===== config.mk =====
export PLATFORM = sky130hd
export DESIGN_NAME = bsmg_cell
export DESIGN_NICKNAME = d
export VERILOG_FILES = /design/src/bounded_set_min_max_gap_unit_assert.svh /design/src/bsmg_pkg.sv /design/src/bsmg_cell.sv
export SDC_FILE = /design/constraint.sdc
export NUM_CORES = 1
export LEC_CHECK = 0
export ABC_AREA = 1
export BUFFER_PORTS_ARGS = -buffer_cell sky130_fd_sc_hd__buf_2
export CORE_MARGIN = 1.5
export CORE_UTILIZATION = 30
export CTS_CLUSTER_DIAMETER = 50
export DETAILED_ROUTE_END_ITERATION = 7
export PLACE_DENSITY = 0.63
export REMOVE_ABC_BUFFERS = 1
export SLEW_MARGIN = 20
export SYNTH_ARGS = -nofsm -noshare
export SYNTH_HDL_FRONTEND = slang
export SYNTH_SLANG_ARGS = --single-unit

===== constraint.sdc =====
create_clock -name clk -period 3.35 [get_ports clk]
set_input_delay 0.67 -clock clk [delete_from_list [all_inputs] [get_ports clk]]
set_output_delay 0.67 -clock clk [all_outputs]
set_load 0.01 [all_outputs]

===== src/bounded_set_min_max_gap_unit_assert.svh =====
// Assertion macros for the bounded set min/max gap unit.
// Expects signals named clk and rst in the including module.
`ifndef BOUNDED_SET_MIN_MAX_GAP_UNIT_ASSERT_SVH
`define BOUNDED_SET_MIN_MAX_GAP_UNIT_ASSERT_SVH

// Checked on every rising clk edge outside reset.
`define BSMG_ASSERT(lbl, prop, msg) \
  lbl: assert property (@(posedge clk) disable iff (rst) prop) else $error(msg);

// Checked on every rising clk edge, reset included.
`define BSMG_ASSERT_ALWAYS(lbl, prop, msg) \
  lbl: assert property (@(posedge clk) prop) else $error(msg);

`endif


===== src/bsmg_pkg.sv =====
// Package for the bounded set min/max gap unit: widths, codes and structs.
// No dependencies.
package bsmg_pkg;

  localparam int unsigned VALUE_W  = 32;
  localparam int unsigned COUNT_W  = 7;
  localparam int unsigned SPAN_W   = 33;
  localparam int unsigned STATUS_W = 2;
  localparam int unsigned DEFAULT_MAX_ENTRIES = 64;
  localparam logic [COUNT_W-1:0] CAPACITY_RESET = 7'd64;

  localparam logic [SPAN_W-1:0] SPAN_NONE = '1;

  localparam logic CMD_ADD_ONE = 1'b0;
  localparam logic CMD_ADD_RUN = 1'b1;

  localparam logic [STATUS_W-1:0] STATUS_OK       = 2'd0;
  localparam logic [STATUS_W-1:0] STATUS_NO_SPACE = 2'd1;
  localparam logic [STATUS_W-1:0] STATUS_BAD_RUN  = 2'd2;

  typedef struct packed {
    logic                      ins;
    logic                      has_right;
    logic signed [VALUE_W-1:0] left;
    logic signed [VALUE_W-1:0] right;
  } cell_tap_t;

  typedef struct packed {
    logic                      capture;
    logic                      has_left;
    logic                      has_right;
    logic signed [VALUE_W-1:0] left;
    logic signed [VALUE_W-1:0] right;
    logic signed [VALUE_W-1:0] value;
  } nb_t;

  typedef struct packed {
    logic                      busy;
    logic [SPAN_W-1:0]         least_gap;
    logic signed [VALUE_W-1:0] min_val;
    logic signed [VALUE_W-1:0] max_val;
  } gap_stat_t;

endpackage


===== src/bsmg_cell.sv =====
// One cell of the sorted insertion chain: holds one value, shifts up on insert.
// Depends on bsmg_pkg.
module bsmg_cell #(
  parameter int unsigned INDEX = 0
) (
  input  logic                               clk,
  input  logic                               shift_en,
  input  logic [bsmg_pkg::COUNT_W-1:0]       held_count,
  input  logic signed [bsmg_pkg::VALUE_W-1:0] ins_value,
  input  logic                               prev_le,
  input  logic signed [bsmg_pkg::VALUE_W-1:0] prev_value,
  output logic                               le,
  output logic signed [bsmg_pkg::VALUE_W-1:0] value,
  output bsmg_pkg::cell_tap_t                tap
);
  import bsmg_pkg::*;

  logic        valid;
  logic        ins;
  logic [31:0] held_wide;

  assign held_wide = 32'(held_count);
  assign valid     = held_wide > 32'(INDEX);
  assign le        = valid && (value <= ins_value);
  // first cell whose value is above the new one (or empty) takes it
  assign ins       = !le && prev_le;

  always_ff @(posedge clk) begin
    if (shift_en && !le) begin
      value <= prev_le ? ins_value : prev_value;
    end
  end

  assign tap.ins       = ins;
  assign tap.has_right = ins && valid;
  assign tap.left      = ins ? prev_value : '0;
  assign tap.right     = (ins && valid) ? value : '0;

endmodule


== Word level (Yosys, flattened, before mapping) ==
Index checks and enable logic that the tools add are counted.

* Add/sub/neg operators: 0
* Equality and inequality tests: 0
* Bitwise operators: 0
* Multiply operators: 0
* Multiplexer cells: 3
* Div/mod/pow operators: 0
* Shift operators: 0
* Reductions and logical operators: 5
* $lt $le $gt $ge: 2

{| class="wikitable"
|+ Operators by type and width
! operator !! number
|-
| $mux 32 || 3
|-
| $le 32x32->1 || 1
|-
| $gt 7x1->1 const B || 1
|-
| $logic_and 1x1->1 || 4
|-
| $logic_not 1->1 || 1
|}

* Latch bits: 0
* RAM bits: 0
* Memories kept: 0
* Output and inout port bits: 99
* ROM bits: 0
* Bits of input ports: 74
* Flip-flop bits (word level): 32

== Longest topological paths before layout ==
Gate-level depths: netlist of run 1.

* Depth after elaboration: 6
* Depth in mapped cells: 20

== Least setup slack after synthesis of run 1 ==
Ideal clock, no wire load.

* Path type: input-to-reg
* From: input ins_value[31] in the netlist's numbering
* To: register value[0] in the netlist's numbering (enable)
* Data arrival time: 3226 ps
* Library setup time: 421 ps
* Path buffers: 0
* Path slack: -297 ps
* Data required time: 2929 ps
* Stages: 12
* Cells stage by stage: inv_1 -> ha_1 -> a21oi_1 -> o21a_1 -> nand2_1 -> a21oi_1 -> nand2_1 -> nand2_1 -> nand3_1 -> nand2_2 -> inv_1 -> nor2_1

* Longest elaborated chain between the ends: 4

{| class="wikitable"
|+ Ends and longest elaborated chain
! item !! line !! text
|-
| start: declaration || bsmg_cell.sv:9 || <nowiki>input logic signed [bsmg_pkg::VALUE_W-1:0] ins_value,</nowiki>
|-
| $le 32x32->1 || bsmg_cell.sv:24 || <nowiki>assign le = valid && (value <= ins_value);</nowiki>
|-
| $logic_and 1x1->1 || bsmg_cell.sv:24 ||
|-
| named net le || bsmg_cell.sv:12 || <nowiki>output logic le,</nowiki>
|-
| $logic_not 1->1 || bsmg_cell.sv:29 || <nowiki>if (shift_en && !le) begin</nowiki>
|-
| $logic_and 1x1->1 || bsmg_cell.sv:29 ||
|-
| end signal: assignment || bsmg_cell.sv:30 || <nowiki>value <= prev_le ? ins_value : prev_value;</nowiki>
|-
| end: declaration || bsmg_cell.sv:13 || <nowiki>output logic signed [bsmg_pkg::VALUE_W-1:0] value,</nowiki>
|}

The timed path passes the listed nets, and every way through them passes these cells.
A chain may end at the register's enable or synchronous reset.

==> tab_implementation.tex, run 1 <==
\begin{tabular}{lr}
\hline
Metric & Value \\
\hline
\multicolumn{2}{l}{\textbf{Place}} \\
Final weighted congestion in routability-driven placement & 0.7674 \\
Sum of net half-perimeters after detailed placement & 5.998 mm \\
Number of buffers added on ports & 172 \\
Instance area at placement & 3846 µm² \\
\multicolumn{2}{l}{\textbf{Setup path}} \\
Kind of cell with the highest combined delay on the critical path & simple AND/OR/NAND/NOR gates \\
WS Path Type & input pin to primary output \\
Startpoint type of the worst setup path & input pin \\
Top fanout value on the critical path & 16 \\
Count of buffering cells on the critical path with inverters included & 3 \\
Critical path data required time & 2680 ps \\
Setup slack on the worst flop-to-flop path & 730 ps \\
Startpoint of the lowest-slack register-to-register path & value[13] \\
Cell breakdown of the critical path & buf\_2 > inv\_1 > ha\_1 > a21oi\_1 > o21ai\_0 > a21oi\_2 > nand2\_1 > nand2\_1 > nand2\_1 > nand2\_1 > nand3\_1 > nand2\_4 > nand2\_8 > nor2\_1 > buf\_2 \\
Reg2Reg Capture Point & value[25] \\
Register-to-Register Path Depth & 14 \\
Type of element capturing the critical path & primary output \\
Highest-delay cell along the critical path & sky130\_fd\_sc\_hd\_\_ha\_1 \\
Critical path's most frequent cell & sky130\_fd\_sc\_hd\_\_nand2\_1 \\
Arrival time at the worst endpoint & 2530 ps \\
Maximum cell stage delay along the critical path & 280 ps \\
\multicolumn{2}{l}{\textbf{Cells and area}} \\
Final-stage net count & 677 \\
Final Util & 0.4325 \\
Number of flip-flops under the largest register name & 32 \\
Total inserted antenna cells & 0 \\
Final-layout fill cell count & 970 \\
Area growth, synth to finish & 39.78\% \\
Post-route design area & 3996 µm² \\
Largest regs & value x32 \\
Register with the most flip-flops & value \\
Fraction of layout cells with a size suffix above 1 & 0.3958 \\
\multicolumn{2}{l}{\textbf{Yosys}} \\
Leading post-synthesis cells by instance count & 108 x sky130\_fd\_sc\_hd\_\_inv\_1, 73 x sky130\_fd\_sc\_hd\_\_nand2\_1, 45 x sky130\_fd\_sc\_hd\_\_nor2\_1 \\
Primary FF master, synth & sky130\_fd\_sc\_hd\_\_edfxtp\_1 \\
Post-Syn Instances & 397 \\
Warnings from Yosys & 0 \\
Post-synthesis register bit count & 32 \\
Cell area after synthesis & 2859 µm² \\
Fraction of synthesized cell area taken by the top area cell type & 0.3361 \\
Count of flip-flops with a built-in enable after synthesis & 32 \\
Proportion of synthesized flip-flops having asynchronous set or reset & 0 \\
Distinct cell type count after synthesis & 21 \\
Register area share after synthesis & 0.3361 \\
Most common cell in the synthesized netlist & sky130\_fd\_sc\_hd\_\_inv\_1 \\
Average footprint of a synthesized cell & 7.201 µm² \\
Leading cell types by total area after synthesis & sky130\_fd\_sc\_hd\_\_edfxtp\_1 34\%, sky130\_fd\_sc\_hd\_\_inv\_1 14\%, sky130\_fd\_sc\_hd\_\_ha\_1 14\% \\
Synth area leader & sky130\_fd\_sc\_hd\_\_edfxtp\_1 \\
\multicolumn{2}{l}{\textbf{Floorplan}} \\
Die height & 100.6 µm \\
Row count & 35 \\
Initial core utilization & 0.3094 \\
Horizontal extent of the die & 100.6 µm \\
Floorplan Core Area & 9240 µm² \\
Top Ports & 173 \\
Full die area & 10120 µm² \\
\multicolumn{2}{l}{\textbf{Min path}} \\
Class of the tightest hold or removal check & input pin to flop \\
Number of cells on the worst hold path & 3 \\
Sink of the worst hold path & value[18] \\
Hold path startpoint & ins\_value[18] \\
\multicolumn{2}{l}{\textbf{GRT}} \\
Total routing resource utilization after global routing & 0.1419 \\
Largest net degree at the start of global routing & 65 \\
Initial antenna violation count & 0 \\
Total congestion overflow after global routing & 0 \\
Global-route wire length before repair & 11.37 mm \\
Number of global-route vias before repair & 2521 \\
\multicolumn{2}{l}{\textbf{Route}} \\
Number of DRC violations after detailed-routing iteration 0 & 51 \\
Detailed-router iteration count before antenna repair & 4 \\
Vias & 2905 \\
Remaining design rule violation count & 0 \\
Antenna Nets Post-Route & 0 \\
Final wirelength & 7.793 mm \\
Vias per Instance & 4.150 \\
Routed length per placed instance & 11.13 µm \\
\multicolumn{2}{l}{\textbf{Clocking}} \\
Clk slew on worst S/H paths & 60 ps \\
H-tree depth reported by CTS & 2 \\
Hold buffer count at cts & 0 \\
Clock root buffer & sky130\_fd\_sc\_hd\_\_clkbuf\_8 \\
Maximum root-to-sink buffer count & 2 \\
Clock Sink Count & 32 \\
Clock insertion delay at the later pin of the skew report & 280 ps \\
TritonCTS clock tree & yes \\
Number of buffers inserted during clock tree synthesis & 5 \\
\multicolumn{2}{l}{\textbf{STA}} \\
Setup violators final & 0 \\
Portion of the clock cycle consumed by the worst path in the final layout & 0.9543 \\
Hold violation total from the final report & 0 \\
Setup repair after global routing missed its margin & yes \\
Max\_slew headroom & 0.6487 \\
Clock skew after layout & 6.542 ps \\
Max Clock Freq & 312.8 MHz \\
Hold\_ws & 681.6 ps \\
Number of max-slew violations in the final report & 0 \\
Actual slew at the worst max-slew pin & 526.9 ps \\
Post-layout minimum cycle time & 3197 ps \\
\multicolumn{2}{l}{\textbf{Flow run}} \\
Total of max-cap violations & 0 \\
\multicolumn{2}{l}{\textbf{Power and ir drop}} \\
Overall Power & 0.001446 W \\
Static power due to leakage & 2.407 nW \\
PwrDens & 361.9 nW/µm² \\
Largest vdd supply drop & 0.1253 mV \\
\multicolumn{2}{l}{\textbf{Run status}} \\
Result of the run & finished, final reports clean \\
\hline
\end{tabular}
layout make-up:
cell class | count | area (µm²) | share of cell area
sequential | 32 | 960.9 | 0.2405
multi-input combinational | 245 | 1453 | 0.3635
timing repair buffer | 179 | 938.4 | 0.2348
inverter | 108 | 405.4 | 0.1014
tap | 129 | 161.4 | 0.04039
clock buffer | 6 | 72.57 | 0.01816
clock inverter | 1 | 5.005 | 0.001252
through the flow:
step	TNS, ps	std cells	setup slack, ps
after global placement	0	689	78.93
after detailed placement	0	689	62.77
after global routing	-46.50	700	-12.38
after floorplan	-9504	383	-297.0
final	0	700	153.2
after CTS	0	696	56.48
placed cells by master (no fill, tap or decap), drive strengths merged, types with 2 or more instances in the layout:
master  count
buf       179
clkbuf      6
nand4       3
a21oi      14
edfxtp     32
ha         32
nor2       75
o21a        2
nand2      78
nand3       4
o21ai      34
inv       108
worst reg2reg max path, cell delays in order, from the launching register on:
cell and delay (ps):
sky130_fd_sc_hd__edfxtp_1 410, sky130_fd_sc_hd__ha_1 330, sky130_fd_sc_hd__a21oi_1 140, sky130_fd_sc_hd__o21ai_0 120, sky130_fd_sc_hd__a21oi_2 160, sky130_fd_sc_hd__nand2_1 90
sky130_fd_sc_hd__nand2_1 100, sky130_fd_sc_hd__nand2_1 80, sky130_fd_sc_hd__nand2_1 60, sky130_fd_sc_hd__nand3_1 100, sky130_fd_sc_hd__nand2_4 190, sky130_fd_sc_hd__buf_4 140
sky130_fd_sc_hd__inv_1 60, sky130_fd_sc_hd__nor2_4 100, sky130_fd_sc_hd__buf_12 220
how the worst max path moves through the flow:
stage,startpoint,endpoint,slack [ps],cells after the start
2_1_floorplan,ins_value[31],value[0],-300,12
3_3_place_gp,ins_value[15],tap[58],80,15
3_5_place_dp,ins_value[15],tap[37],60,15
4_1_cts,ins_value[13],tap[36],60,15
5_1_grt,ins_value[13],tap[53],-10,15
6_report,ins_value[15],tap[58],150,15
repair_timing:
action,in CTS,in global routing
endpoints found under the setup margin,0,34
resized for setup,0,7
setup buffers,0,2
hold endpoints to repair,0,0
routing by layer:
metal | up-vias | part of all wire | GRT usage
li1 | 1554 | - | -
met1 | 1243 | 0.45 | 0.1737
met2 | 102 | 0.48 | 0.2505
met3 | 6 | 0.055 | 0.03467
met4 | 0 | 0.0083 | 0.03250
met5 | - | 0 | 0
power by group:
group / internal, W / switching, W
logic: 0.000250 / 0.000377
clock network: 0.000141 / 0.000141
registers: 0.000503 / 0.0000335
logic make-up after synthesis:
logic type / share of synthesized area
AND/OR/NAND/NOR: 0.2534
adder cells (fa/ha/maj): 0.1400
flip-flops: 0.3361
AO/OA/AOI/OAI: 0.09190
buffers and inverters: 0.1786
(Power assumes the default switching activity.)
==> run 2, diff against run 1 <==
PLACE_DENSITY = 0.61   (was 0.63)
SLEW_MARGIN = unset   (was 20)
clock period = 4.1 ns   (was 3.35 ns; I/O delays follow)
==> run 2 against run 1 <==
Utilization fell by 0.81 points. Sequential power is 18% lower. Non-clock buffer count fell by 3. Clock-buffer cell count decreased by 1. Critical path type unchanged. Largest cell class unchanged. Highest routed layer unchanged.
==> tab_implementation.tex, run 2 (synthesis gave the netlist of run 1 again) <==
\begin{tabular}{lr}
\hline
Metric & Value \\
\hline
\multicolumn{2}{l}{\textbf{Clocking}} \\
H-tree depth reported by CTS & 2 \\
TritonCTS clock tree & yes \\
Maximum root-to-sink buffer count & 2 \\
Post-cts gate resize count & 0 \\
Clock insertion delay at the later pin of the skew report & 290 ps \\
Hold buffer count at cts & 0 \\
Number of buffers inserted during clock tree synthesis & 5 \\
Post CTS Setup Buffer Count & 0 \\
Clock root buffer & sky130\_fd\_sc\_hd\_\_clkbuf\_8 \\
Clk slew on worst S/H paths & 80 ps \\
Clock Sink Count & 32 \\
\multicolumn{2}{l}{\textbf{Setup path}} \\
Startpoint type of the worst setup path & input pin \\
WS Path Type & input pin to primary output \\
Top fanout value on the critical path & 14 \\
Type of element capturing the critical path & primary output \\
Arrival time at the worst endpoint & 2840 ps \\
Critical path data required time & 3280 ps \\
\multicolumn{2}{l}{\textbf{Power and ir drop}} \\
Largest vdd supply drop & 0.1264 mV \\
Static power due to leakage & 2.388 nW \\
Overall Power & 0.001158 W \\
PwrDens & 295.2 nW/µm² \\
\multicolumn{2}{l}{\textbf{Floorplan}} \\
Horizontal extent of the die & 100.6 µm \\
Initial core utilization & 0.3094 \\
Full die area & 10120 µm² \\
Floorplan Core Area & 9240 µm² \\
Die height & 100.6 µm \\
Top Ports & 173 \\
Row count & 35 \\
\multicolumn{2}{l}{\textbf{Place}} \\
Sum of net half-perimeters after detailed placement & 6.092 mm \\
Number of buffers added on ports & 172 \\
Final weighted congestion in routability-driven placement & 0.7370 \\
\multicolumn{2}{l}{\textbf{GRT}} \\
Largest net degree at the start of global routing & 65 \\
Total congestion overflow after global routing & 0 \\
Total routing resource utilization after global routing & 0.1430 \\
Global-route wire length before repair & 11.53 mm \\
Initial antenna violation count & 0 \\
Number of global-route vias before repair & 2585 \\
\multicolumn{2}{l}{\textbf{Cells and area}} \\
Final Util & 0.4244 \\
Most common cell after layout, fill and taps aside & sky130\_fd\_sc\_hd\_\_buf\_2 \\
Largest regs & value x32 \\
Area growth, synth to finish & 37.16\% \\
Fraction of layout cells with a size suffix above 1 & 0.3845 \\
Final-layout fill cell count & 975 \\
Total inserted antenna cells & 0 \\
Final-stage net count & 672 \\
Number of flip-flops under the largest register name & 32 \\
Register with the most flip-flops & value \\
Commonest non-fill, non-tap cells in the layout & 172 x sky130\_fd\_sc\_hd\_\_buf\_2, 108 x sky130\_fd\_sc\_hd\_\_inv\_1, 73 x sky130\_fd\_sc\_hd\_\_nand2\_1 \\
\multicolumn{2}{l}{\textbf{STA}} \\
Actual slew at the worst max-slew pin & 541.2 ps \\
Portion of the clock cycle consumed by the worst path in the final layout & 0.8939 \\
Number of max-slew violations in the final report & 0 \\
Accumulated negative setup slack & 0 ps \\
Post-layout minimum cycle time & 3665 ps \\
Setup violators final & 0 \\
Max Clock Freq & 272.9 MHz \\
Setup repair after global routing missed its margin & no \\
Hold\_ws & 822.5 ps \\
Hold violation total from the final report & 0 \\
Clock skew after layout & 9.388 ps \\
Max\_slew headroom & 0.6392 \\
\multicolumn{2}{l}{\textbf{Route}} \\
Detailed-router iteration count before antenna repair & 4 \\
Final wirelength & 7.487 mm \\
Number of DRC violations after detailed-routing iteration 0 & 55 \\
Antenna Nets Post-Route & 0 \\
Routed length per placed instance & 10.76 µm \\
Remaining design rule violation count & 0 \\
Vias per Instance & 4.181 \\
Vias & 2910 \\
\multicolumn{2}{l}{\textbf{Run status}} \\
Result of the run & finished, final reports clean \\
\multicolumn{2}{l}{\textbf{Min path}} \\
Class of the tightest hold or removal check & input pin to flop \\
\multicolumn{2}{l}{\textbf{Flow run}} \\
Total of max-cap violations & 0 \\
\hline
\end{tabular}
==> run 2: per-stage QoR <==
stage | std cells | area [µm²] | worst slack, ps
6_report | 696 | 3921 | 435.1
5_1_grt | 696 | 3921 | 159.3
4_1_cts | 696 | 3921 | 395.0
3_5_place_dp | 688 | 3839 | 400.4
3_3_place_gp | 688 | 3839 | 475.4
2_1_floorplan | 383 | 2754 | 303.0
==> run 2: power breakdown <==
group	total, W	internal [W]	switching [W]
sequential	0.000440	0.000411	0.0000287
clock	0.000243	0.000115	0.000128
combinational	0.000474	0.000189	0.000285
==> run 2: layer usage <==
layer	wire length, µm	global-route usage	up-vias
met4	61	0.03467	0
li1	-	-	1538
met1	3383	0.1809	1258
met2	3596	0.2479	108
met5	0	0	-
met3	445	0.03051	6
==> run 2: worst paths after layout <==
check / to / from / cells after the start / slack [ps]
setup / recovery: tap[27] / ins_value[31] / 15 / 440
hold / removal: value[16] / ins_value[16] / 3 / 820
setup reg to reg: value[13] / value[15] / 13 / 1460
hold reg to reg: value[0] / value[31] / 7 / 1540
==> run 2: final cells by class <==
cell class              instances  area, µm²  area share
clock inverters                 3      13.76    0.003510
clock buffers                   5      68.82     0.01755
repair buffers                176      915.9      0.2336
well taps                     129      161.4     0.04116
multi-input cells             243       1395      0.3558
flip-flops and latches         32      960.9      0.2451
inverters                     108      405.4      0.1034
==> run 2: worst max-delay path: stages <==
cell	delay [ps]
sky130_fd_sc_hd__buf_2	80
sky130_fd_sc_hd__inv_1	40
sky130_fd_sc_hd__ha_1	350
sky130_fd_sc_hd__nand2_1	90
sky130_fd_sc_hd__nor2_1	140
sky130_fd_sc_hd__nand2_1	100
sky130_fd_sc_hd__nor2_2	140
sky130_fd_sc_hd__nand2_1	100
sky130_fd_sc_hd__nand2_1	90
sky130_fd_sc_hd__nand2_1	60
sky130_fd_sc_hd__nand2_2	80
sky130_fd_sc_hd__nand4_4	250
sky130_fd_sc_hd__buf_12	260
sky130_fd_sc_hd__nor2_2	90
sky130_fd_sc_hd__buf_2	130
