### src/bounded_set_min_max_gap_unit_assert.svh
// Assertion macros for the bounded set min/max gap unit.
// Expects signals named clk and rst in the including module.
`ifndef BOUNDED_SET_MIN_MAX_GAP_UNIT_ASSERT_SVH
`define BOUNDED_SET_MIN_MAX_GAP_UNIT_ASSERT_SVH

// Checked on every rising clk edge outside reset.
`define BSMG_ASSERT(lbl, prop, msg) \
  lbl: assert property (@(posedge clk) disable iff (rst) prop) else $error(msg);

// Checked on every rising clk edge, reset included.
`define BSMG_ASSERT_ALWAYS(lbl, prop, msg) \
  lbl: assert property (@(posedge clk) prop) else $error(msg);

`endif

### src/bsmg_pkg.sv
// Package for the bounded set min/max gap unit: widths, codes and structs.
// No dependencies.
package bsmg_pkg;

  localparam int unsigned VALUE_W  = 32;
  localparam int unsigned COUNT_W  = 7;
  localparam int unsigned SPAN_W   = 33;
  localparam int unsigned STATUS_W = 2;
  localparam int unsigned DEFAULT_MAX_ENTRIES = 64;
  localparam logic [COUNT_W-1:0] CAPACITY_RESET = 7'd64;

  localparam logic [SPAN_W-1:0] SPAN_NONE = '1;

  localparam logic CMD_ADD_ONE = 1'b0;
  localparam logic CMD_ADD_RUN = 1'b1;

  localparam logic [STATUS_W-1:0] STATUS_OK       = 2'd0;
  localparam logic [STATUS_W-1:0] STATUS_NO_SPACE = 2'd1;
  localparam logic [STATUS_W-1:0] STATUS_BAD_RUN  = 2'd2;

  typedef struct packed {
    logic                      ins;
    logic                      has_right;
    logic signed [VALUE_W-1:0] left;
    logic signed [VALUE_W-1:0] right;
  } cell_tap_t;

  typedef struct packed {
    logic                      capture;
    logic                      has_left;
    logic                      has_right;
    logic signed [VALUE_W-1:0] left;
    logic signed [VALUE_W-1:0] right;
    logic signed [VALUE_W-1:0] value;
  } nb_t;

  typedef struct packed {
    logic                      busy;
    logic [SPAN_W-1:0]         least_gap;
    logic signed [VALUE_W-1:0] min_val;
    logic signed [VALUE_W-1:0] max_val;
  } gap_stat_t;

endpackage

### src/bsmg_gap.sv
// Least neighbor gap and min/max tracking, updated from the insert neighbors.
// Depends on bsmg_pkg.
module bsmg_gap (
  input  logic                clk,
  input  logic                rst,
  input  bsmg_pkg::nb_t       nb,
  output bsmg_pkg::gap_stat_t stat
);
  import bsmg_pkg::*;

  logic                      pend;
  logic                      has_left;
  logic                      has_right;
  logic signed [VALUE_W-1:0] left;
  logic signed [VALUE_W-1:0] right;
  logic signed [VALUE_W-1:0] value;
  logic [SPAN_W-1:0]         least_gap;
  logic [SPAN_W-1:0]         least_gap_next;
  logic [SPAN_W-1:0]         gap_lo;
  logic [SPAN_W-1:0]         gap_hi;
  logic signed [VALUE_W-1:0] min_val;
  logic signed [VALUE_W-1:0] max_val;

  always_ff @(posedge clk) begin
    if (rst) begin
      pend      <= 1'b0;
      least_gap <= SPAN_NONE;
    end else begin
      pend <= nb.capture;
      if (pend) begin
        least_gap <= least_gap_next;
      end
    end
  end

  always_ff @(posedge clk) begin
    if (nb.capture) begin
      has_left  <= nb.has_left;
      has_right <= nb.has_right;
      left      <= nb.left;
      right     <= nb.right;
      value     <= nb.value;
      if (!nb.has_left) begin
        min_val <= nb.value;
      end
      if (!nb.has_right) begin
        max_val <= nb.value;
      end
    end
  end

  // inserting between a and b: new gaps never exceed the old b - a
  always_comb begin
    gap_lo = has_left  ? ({value[VALUE_W-1], value} - {left[VALUE_W-1], left})   : SPAN_NONE;
    gap_hi = has_right ? ({right[VALUE_W-1], right} - {value[VALUE_W-1], value}) : SPAN_NONE;
    least_gap_next = least_gap;
    if (gap_lo < least_gap_next) begin
      least_gap_next = gap_lo;
    end
    if (gap_hi < least_gap_next) begin
      least_gap_next = gap_hi;
    end
  end

  assign stat.busy      = pend;
  assign stat.least_gap = least_gap;
  assign stat.min_val   = min_val;
  assign stat.max_val   = max_val;

endmodule

### config.mk
export PLATFORM = sky130hd
export DESIGN_NAME = bsmg_gap
export DESIGN_NICKNAME = d
export VERILOG_FILES = /design/src/bounded_set_min_max_gap_unit_assert.svh /design/src/bsmg_pkg.sv /design/src/bsmg_gap.sv
export SDC_FILE = /design/constraint.sdc
export NUM_CORES = 1
export LEC_CHECK = 0
export ABC_AREA = 1
export BUFFER_PORTS_ARGS = -buffer_cell sky130_fd_sc_hd__buf_2
export CAP_MARGIN = 20
export CORE_MARGIN = 4
export CORE_UTILIZATION = 29
export DETAILED_ROUTE_END_ITERATION = 6
export MAX_ROUTING_LAYER = met4
export SYNTH_ARGS = -nofsm -noshare
export SYNTH_HDL_FRONTEND = slang
export SYNTH_SLANG_ARGS = --single-unit
### constraint.sdc
create_clock -name clk -period 4.5 [get_ports clk]
set_input_delay 0.45 -clock clk [delete_from_list [all_inputs] [get_ports clk]]
set_output_delay 0.45 -clock clk [all_outputs]
set_load 0.01 [all_outputs]
**Word-level counts from Yosys, hierarchy flattened**

Index checks and enable logic that the tools add are counted.

- Bitwise operators: 2
- $lt $le $gt $ge: 2
- Multiplexer cells: 4
- Reduce and logical (&&, ||, !) cells: 2
- $add $sub $neg: 2

Operators with widths:

| kind | number |
|---|---|
| 2-to-1 mux 33 bit | 4 |
| less-than comparator 33 bit | 2 |
| subtractor 32 x 32 -> 33 bit | 2 |
| AND reduction 2 bit | 2 |
| NOT 1 bit | 2 |

- Output and inout port bits: 98
- Logic and storage cells: 21
- Register bits: 196
- Bits of input ports: 101

**Logic depth before layout (Yosys ltp)**

Gate-level depths: netlist of run 1.

- Word-level depth: 6
- Gate-level depth with buffers: 40
- Gate-level depth less buffers: 38

**Least setup slack after synthesis of run 1**

OpenSTA, ideal clock, no wires.

- Path type: register to register
- From: register value[0]
- To: register least_gap[10]
- Setup time: 115 ps
- Data required time: 4,385 ps
- Period minus slack after synthesis: 4,664 ps
- Path buffers: 2
- Path slack: -164 ps
- Arrival: 4,549 ps
- Stages on the path, launching flop included: 37
- Path through: edfxtp_1 -> inv_1 -> ha_1 -> fa_1 -> inv_1 -> nand2_1 -> nand2_1 -> nand3_1 -> nand2_1 -> nand2_1 -> nand2_1 -> nor2_1 -> nor3_1 -> inv_1 -> ha_1 -> nand2_1 -> nor2_1 -> a21boi_1 -> nor2_1 -> nand2_1 -> nand2_1 -> nand2_4 -> inv_1 -> buf_2 -> nand3_1 -> nand2_1 -> ha_1 -> a21oi_1 -> o21ai_1 -> nor3b_1 -> o21ai_1 -> o21ai_0 -> nor2_2 -> clkbuf_1 -> nand3_1 -> nand3_1 -> nand2_1

- Longest elaborated chain between the ends: 6
- Elaborated cells between the ends (all ways): 8
- Those cells by class: add/sub: 2; order compare: 2; mux: 4

Ends and longest elaborated chain:

| item | line | RTL |
|---|---|---|
| start, declared | bsmg_gap.sv:16 | `logic signed [VALUE_W-1:0] value;` |
| start signal, assigned | bsmg_gap.sv:42 | `value <= nb.value;` |
| subtractor 32 x 32 -> 33 bit | bsmg_gap.sv:54 | `gap_lo = has_left ? ({value[VALUE_W-1], value} - {left[VALUE_W-1], left}) : SPAN_NONE;` |
| 2-to-1 mux 33 bit | bsmg_gap.sv:54 |  |
| less-than comparator 33 bit | bsmg_gap.sv:57 | `if (gap_lo < least_gap_next) begin` |
| 2-to-1 mux 33 bit | bsmg_gap.sv:57 |  |
| less-than comparator 33 bit | bsmg_gap.sv:60 | `if (gap_hi < least_gap_next) begin` |
| 2-to-1 mux 33 bit (*) | bsmg_gap.sv:60 |  |
| end signal, assigned | bsmg_gap.sv:31 | `least_gap <= least_gap_next;` |
| end, declared | bsmg_gap.sv:17 | `logic [SPAN_W-1:0] least_gap;` |

Every way passes the cells marked *; elsewhere a longest branch is shown, timed or not.
A chain may end at the register's enable or synchronous reset.

**Worst setup path after layout of run 1**

- From: register value[12]
- To: register least_gap[24]

The elaborated chain is that of the path after synthesis.

==> results.json, run 1 <==
{
  "cp-end-kind": "flop",
  "timing.final.crit_period_ns": 5.09,
  "numCtsBuffers": 17,
  "r2r_setup_slack_ns": -0.59,
  "ant_nets": 0,
  "worstMarginPinSlew_ns": 1.07,
  "start_util": 0.295,
  "cts_tree": "yes",
  "rsz0062_at_grt": "yes",
  "leakage_nw": 9.73,
  "clk_latency_ns": 0.48,
  "crit_slowest_cell": "edfxtp_1",
  "ir_worst_vdd_v": 0.000286,
  "max_slew_margin": 0.288,
  "routedWlPerCell_um": 15.9,
  "finalHoldWorstSlack_ns": 0.144,
  "total_power_mw": 7.27,
  "netlist_instances": 1910,
  "syn_nets": 2141,
  "ctsHoldBuffers": 0,
  "clockBufferDepth": 2,
  "holdPathStages": 1,
  "cpPeakStageDelay_ns": 0.49,
  "status": "complete, but fails checks",
  "critPathLaunchType": "flop",
  "failed_checks": "negative setup slack",
  "grt_max_degree": 59,
  "yosysTopAreaCellShare": 0.352,
  "setup_tns_ns": -18.32,
  "setup_violations": 33,
  "viasPerCell": 4.57,
  "crit_top_cell": "nand2_2",
  "ys_seq_area_frac": 0.402,
  "crit_path_max_fanout": 8,
  "synth_area_sq_um": 13800,
  "drt_iter0_markers": 936,
  "drv_cap": 0,
  "drc": 0,
  "coreArea_sq_um": 46900,
  "placedInstanceArea_sq_um": 16800,
  "p_per_area_nw_per_um2": 377,
  "hold_violations": 0,
  "root_buffer": "clkbuf_16",
  "dpl.cell_count": 2866,
  "grt_pass1_wl_um": 70900,
  "max_freq_ghz": 0.196,
  "first_pass_iters": 5,
  "port_buffers": 198,
  "final_util": 0.412,
  "die_y_um": 226,
  "design.portCount": 199,
  "worstHoldPathType": "primary input to flop",
  "reg2reg_from": "value[12]",
  "finalMaxSlewViolations": 0,
  "place.gp.congestion": 0.959,
  "clock-sinks": 196,
  "antenna_found_initial": 1,
  "stdcell_count": 2938,
  "critPathKind": "flop to flop",
  "yosysUniqueCellTypes": 37,
  "overflow": 0,
  "hp-start": "nb[34]",
  "avgSynthCellArea_sq_um": 7.23,
  "drt-total-wl_um": 46800,
  "ys_ff_latch": 196,
  "finalCritPeriodShare": 1.13,
  "hold_end": "right[2]",
  "grtUsageTotal": 0.185,
  "cts.clk_slew.worst_paths_ns": 0.08,
  "h-tree-depth": 4,
  "core.rowCount": 79,
  "yosysWarnings": 0,
  "stdcell_area_sq_um": 19300,
  "yosys.area.top_type": "edfxtp_1",
  "worstReg2RegEnd": "least_gap[24]",
  "first_global_vias": 13227,
  "post-dp-hpwl_um": 37300,
  "nets": 2548,
  "syn_to_final_growth_pct": 39.7,
  "synthTopCellsByArea": "edfxtp_1, nand2_1, ha_1",
  "r2r_cells": 35,
  "place_ws_ns": -0.827,
  "die_w_um": 226,
  "die-area_sq_um": 51200,
  "final_layout_size_suffix_gt1_frac": 0.318,
  "cp.arrival_ns": 5.44,
  "fin_ws_ns": -0.592,
  "crit_start": "value[12]",
  "worstPathRequired_ns": 4.85,
  "num_vias": 13433,
  "finClkSkew_ns": 0.0311
}
worst max-delay path by stage:
stage | to | slack [ns]
after floorplan | least_gap[15] | 0.005
after global placement | least_gap[12] | -0.77
after detailed placement | least_gap[25] | -0.83
after CTS | least_gap[15] | -0.59
after global routing | least_gap[23] | -0.86
final | least_gap[24] | -0.59
layout by cell type (no fill, tap or decap), types with 7 or more instances in the layout:
cell type / n
nand4_1: 19
a21oi_1: 106
nand2_2: 80
nand2_1: 509
buf_6: 9
dfxtp_1: 34
nor2_1: 125
nand3_1: 93
o21bai_1: 7
nor3_1: 10
nor2_2: 17
nor2_4: 15
edfxtp_1: 162
o21ai_0: 19
buf_4: 207
nand2_4: 31
ha_1: 88
a21oi_2: 23
o21ai_1: 28
buf_12: 7
clkbuf_16: 19
inv_2: 17
inv_1: 365
nand3_2: 33
ha_4: 40
buf_2: 197
critical path: cells and delay by family, from the launching register on:
family	cells	cell delay, ns
compound gates	3	0.35
flops	1	0.49
fa+ha+maj	3	0.91
buf+inv	5	0.76
simple gates	24	2.45
kinds of logic after synthesis:
| family | Yosys count | share of synthesized area |
|---|---|---|
| compound gates | 203 | 0.0767 |
| xor+xnor | 1 | 0.000634 |
| fa+ha+maj | 130 | 0.119 |
| buf+inv | 418 | 0.117 |
| flops | 196 | 0.402 |
| simple gates | 962 | 0.285 |
synthesized netlist by cell type:
cell type,n
or2_0,2
o21bai_1,7
o21ai_0,26
nand2_1,617
and2_1,7
fa_1,2
nor3b_1,1
edfxtp_1,162
clkbuf_1,14
inv_1,382
inv_2,2
nand3_1,125
o21ai_1,28
nor2_1,155
nand2_4,3
a21o_1,4
or2_2,4
dfxtp_1,34
o21a_1,2
nor4_1,3
buf_1,2
a21oi_1,130
ha_1,128
buf_4,4
o31ai_1,1
and3_1,1
nand4_1,19
buf_2,11
a21boi_1,1
a31oi_1,4
buf_6,3
nor3_1,17
nor2_2,2
nand2_2,1
xor2_1,1
nand3_2,1
nand3b_1,4
registers in the layout, indices dropped and copies added (netlist names):
signal / count
least_gap: 33
left: 32
max_val: 32
min_val: 32
right: 32
value: 32
has_left: 1
has_right: 1
pend: 1
routing by layer:
layer	vias to the layer above	wire, um	global-route usage
met2	326	21400	0.286
met3	53	1980	0.0263
met1	6178	22600	0.256
li1	6876	-	-
met5	-	0	-
met4	0	909	0.0473
power breakdown:
group	switching [mW]	internal [mW]	leakage (nW)
clock	0.780	0.743	0.282
sequential	0.0830	2.12	1.84
combinational	2.04	1.51	7.61
total	2.91	4.36	9.73
area by class of cell:
cell class	count	area [sq um]
clock buffer	18	429
sequential	196	5550
multi-input combinational	1296	8120
timing repair buffer	422	2830
fill	4850	27600
antenna	1	2.50
clock inverter	14	154
tap	607	759
inverter	384	1450
what timing repair did:
action	in CTS	in global routing
endpoints found under the setup margin	33	33
cloned	2	2
gates resized for setup	83	265
buffers inserted	17	21
pin swaps	21	122
No activity file was read; power rests on OpenSTA's default activity.
==> inputs of run 2 (changes only) <==
Settings changed: CORE_ASPECT_RATIO from default to 0.5, CORE_MARGIN 4 to 2.
==> results.json, run 2 (same netlist as run 1, synthesis figures left out) <==
{
  "status": "complete, but fails checks",
  "failed_checks": "design-rule violations, negative setup slack",
  "cp_top_family": "simple AND/OR/NAND/NOR gates",
  "die-area_sq_um": 49500,
  "start_util": 0.294,
  "nets": 2542,
  "worstHoldPathType": "primary input to flop",
  "drt-total-wl_um": 48600,
  "cp-end-kind": "flop",
  "drv_cap": 0,
  "dpl.cell_count": 2884,
  "die_y_um": 158,
  "first_global_vias": 12767,
  "root_buffer": "clkbuf_16",
  "coreArea_sq_um": 46900,
  "total_power_mw": 7.41,
  "grt_max_degree": 56,
  "grt_pass1_wl_um": 71400,
  "reg2reg_from": "value[0]",
  "viasPerCell": 4.61,
  "stdcell_count": 2963,
  "finalCritPeriodShare": 1.16,
  "design.portCount": 199,
  "clock-sinks": 196,
  "timing.final.crit_period_ns": 5.21,
  "crit_top_cell": "nand2_1",
  "fin_ws_ns": -0.710,
  "numCtsBuffers": 17,
  "overflow": 0,
  "drt_iter0_markers": 997,
  "final_util": 0.404,
  "max_slew_margin": 0.501,
  "crit_slowest_cell": "edfxtp_1",
  "port_buffers": 198,
  "n_fill_cell": 4844,
  "leakage_nw": 9.61,
  "first_pass_iters": 7,
  "core.rowCount": 56,
  "final_layout_size_suffix_gt1_frac": 0.281,
  "finalHoldWorstSlack_ns": 0.152,
  "holdPathStages": 1,
  "antenna_found_initial": 1,
  "critPathLaunchType": "flop",
  "cp.arrival_ns": 5.63,
  "final_common_cell": "nand2_1",
  "rsz0062_at_grt": "yes",
  "hold_violations": 0,
  "worstMarginPinSlew_ns": 0.748,
  "hp-start": "nb[91]",
  "post-dp-hpwl_um": 37800,
  "critPathKind": "flop to flop",
  "finClkSkew_ns": 0.0170,
  "clockBufferDepth": 2,
  "p_per_area_nw_per_um2": 391,
  "r2r_cells": 39,
  "h-tree-depth": 4,
  "crit_path_max_fanout": 6,
  "ir_worst_vdd_v": 0.000229,
  "worstPathRequired_ns": 4.92,
  "cpPeakStageDelay_ns": 0.36,
  "die_w_um": 313,
  "finalMaxSlewViolations": 0,
  "drc": 5,
  "cts_tree": "yes",
  "regMostFlops": "least_gap",
  "r2r_setup_slack_ns": -0.71,
  "max_freq_ghz": 0.192,
  "grtUsageTotal": 0.196,
  "syn_to_final_growth_pct": 37.4,
  "place.gp.congestion": 0.970,
  "place_ws_ns": -0.926,
  "layout.cells.most_common_list": "nand2_1, inv_1, buf_4",
  "clk_latency_ns": 0.47,
  "worstReg2RegEnd": "least_gap[4]",
  "num_vias": 13645,
  "path_buf_inv": 8,
  "cts.clk_slew.worst_paths_ns": 0.09,
  "hold_end": "left[27]",
  "ctsHoldBuffers": 0,
  "ant_nets": 0,
  "setup_violations": 33,
  "routedWlPerCell_um": 16.4,
  "largest_register_ffs": 33
}
[run 2: changes by cell type in the layout (fill, tap and decap cells not counted), moves of 11 or more]
cell / change
nand2_2: -27
inv_2: -11
nand3_2: -12
nand2_1: +45
nand2_4: -18
inv_1: +11
[run 2: area by class of cell]
type / instances / area, sq um / area share
multi-input combinational: 1296 / 7730 / 0.408
timing repair inverter: 1 / 7.51 / 0.000396
sequential: 196 / 5550 / 0.292
tap: 638 / 798 / 0.0421
timing repair buffer: 415 / 2840 / 0.150
inverter: 384 / 1450 / 0.0763
clock inverter: 15 / 175 / 0.00923
clock buffer: 17 / 425 / 0.0224
antenna: 1 / 2.50 / 0.000132
[run 2: repair_timing]
action,CTS,global route
gates cloned,5,2
pin swaps,24,80
setup endpoints to repair,33,33
resized for setup,75,163
setup buffers,28,12
[run 2: worst max path at each step]
stage / to / cells past startpoint / startpoint / slack [ns]
2_1_floorplan: least_gap[15] / 37 / value[0] / 0.005
3_3_place_gp: least_gap[4] / 32 / value[6] / -0.88
3_5_place_dp: least_gap[4] / 32 / value[6] / -0.93
4_1_cts: least_gap[21] / 38 / value[0] / -0.52
5_1_grt: least_gap[12] / 36 / value[13] / -0.96
6_report: least_gap[4] / 39 / value[0] / -0.71
[run 2: routing by layer]
layer	global-route usage	share of wire	vias up
met4	0.0488	0.017	0
met3	0.0397	0.062	50
met1	0.263	0.47	6381
li1	-	-	6876
met5	-	0	-
met2	0.304	0.45	338
[run 2: power by group]
group | switching [mW] | internal, mW
Sequential | 0.0889 | 2.12
Clock | 0.835 | 0.803
Combinational | 2.03 | 1.54
Total | 2.96 | 4.46
[run 2: through the flow]
step	area (sq um)	setup TNS [ns]
CTS	18100	-16.67
floorplan	13800	0
detailed placement	16800	-29.46
global placement	16800	-28.04
global route	19000	-30.55
finish	19000	-22.04
==> inputs of run 3 (changes only) <==
Settings changed: SKIP_LAST_GASP from default to 1.
Clock period 4.5 ns to 5.5 ns, I/O delays scaled along.
==> results.json, run 3 (same netlist as run 1, synthesis figures left out) <==
{
  "crit_slowest_cell": "edfxtp_1",
  "h-tree-depth": 4,
  "finClkSkew_ns": 0.0115,
  "ctsHoldBuffers": 0,
  "core.rowCount": 56,
  "finalCritPeriodShare": 0.948,
  "grtUsageTotal": 0.183,
  "drt-total-wl_um": 44600,
  "design.portCount": 199,
  "cpPeakStageDelay_ns": 0.46,
  "leakage_nw": 8.74,
  "multi_input_area_sq_um": 7080,
  "start_util": 0.294,
  "port_buffers": 198,
  "routedWlPerCell_um": 15.8,
  "post-dp-hpwl_um": 36700,
  "setup_violations": 0,
  "nets": 2408,
  "stdcell_count": 2831,
  "clock-sinks": 196,
  "critPathLaunchType": "flop",
  "die_w_um": 313,
  "total_power_mw": 5.35,
  "hp-start": "nb[86]",
  "stdcell_area_sq_um": 17200,
  "dpl.cell_count": 2787,
  "die_y_um": 158,
  "path_buf_inv": 5,
  "drv_cap": 0,
  "final_common_cell": "nand2_1",
  "critPathKind": "flop to flop",
  "cts_tree": "yes",
  "placedInstanceArea_sq_um": 16100,
  "n_fill_cell": 5021,
  "cp-end-kind": "flop",
  "timing.final.crit_period_ns": 5.21,
  "ant_nets": 0,
  "ir_worst_vdd_v": 0.000213,
  "worstPathRequired_ns": 5.87,
  "p_per_area_nw_per_um2": 312,
  "worstMarginPinSlew_ns": 0.832,
  "place.gp.congestion": 0.956,
  "syn_to_final_growth_pct": 24.3,
  "coreArea_sq_um": 46900,
  "final_layout_size_suffix_gt1_frac": 0.184,
  "crit_top_cell": "nand2_1",
  "regMostFlops": "least_gap",
  "max_freq_ghz": 0.192,
  "crit_path_max_fanout": 8,
  "reg2reg_from": "value[22]",
  "overflow": 0,
  "clockBufferDepth": 2,
  "cp.arrival_ns": 5.58,
  "first_pass_iters": 5,
  "status": "completed",
  "cts.clk_slew.worst_paths_ns": 0.08,
  "drt_iter0_markers": 1008,
  "layout.cells.most_common_list": "nand2_1, inv_1, buf_2",
  "worstHoldPathType": "primary input to flop",
  "viasPerCell": 4.58,
  "drc": 0,
  "cp_top_family": "simple AND/OR/NAND/NOR gates",
  "max_slew_margin": 0.445,
  "crit_start": "value[22]",
  "hold_violations": 0,
  "die-area_sq_um": 49500,
  "numCtsBuffers": 17,
  "grt_max_degree": 65,
  "antenna_found_initial": 2,
  "seqCellArea_sq_um": 5550,
  "num_vias": 12963,
  "finalMaxSlewViolations": 0,
  "clk_latency_ns": 0.47,
  "grt_pass1_wl_um": 66600,
  "largest_register_ffs": 33,
  "root_buffer": "clkbuf_16",
  "first_global_vias": 12059
}
[run 3: cell type report]
class,instances,area share
antenna,3,0.000438
sequential,196,0.323
multi-input combinational,1296,0.412
tap,638,0.0465
clock inverter,14,0.00897
timing repair buffer,281,0.0987
timing repair inverter,1,0.000438
inverter,384,0.0842
clock buffer,18,0.0250
[run 3: report_power, final]
group / switching [mW] / total, mW / internal, mW
Clock: 0.659 / 1.27 / 0.612
Sequential: 0.0713 / 1.80 / 1.73
Combinational: 1.40 / 2.28 / 0.875
[run 3: final timing paths]
| check | end | slack [ns] | cells past startpoint |
|---|---|---|---|
| setup reg to reg | least_gap[22] | 0.29 | 35 |
| hold reg to reg | least_gap[26] | 0.50 | 2 |
| hold / removal | left[22] | 0.24 | 1 |
| setup / recovery | least_gap[22] | 0.29 | 35 |
[run 3: metrics by stage]
| stage | utilization | worst slack [ns] | setup TNS (ns) | hold slack (ns) |
|---|---|---|---|---|
| 2_1_floorplan | - | 0.836 | 0 | 0.533 |
| 3_3_place_gp | 0.342 | 0.0869 | 0 | 0.481 |
| 3_5_place_dp | 0.342 | 0.00477 | 0 | 0.488 |
| 4_1_cts | 0.355 | 0.0422 | 0 | 0.226 |
| 5_1_grt | 0.365 | -0.0362 | -0.169 | 0.225 |
| 6_report | 0.365 | 0.286 | 0 | 0.241 |
[run 3: layer usage]
layer,part of all wire,GRT usage
met5,0,-
met4,0.018,0.0488
met3,0.049,0.0274
met2,0.45,0.286
met1,0.48,0.249
[run 3: what timing repair did]
| item | CTS | global route |
|---|---|---|
| pin swaps | 1 | 17 |
| endpoints found under the hold margin | 0 | 0 |
| cloned | 0 | 1 |
| endpoints found under the setup margin | 11 | 33 |
| setup buffers | 0 | 8 |
| gates resized for setup | 1 | 90 |
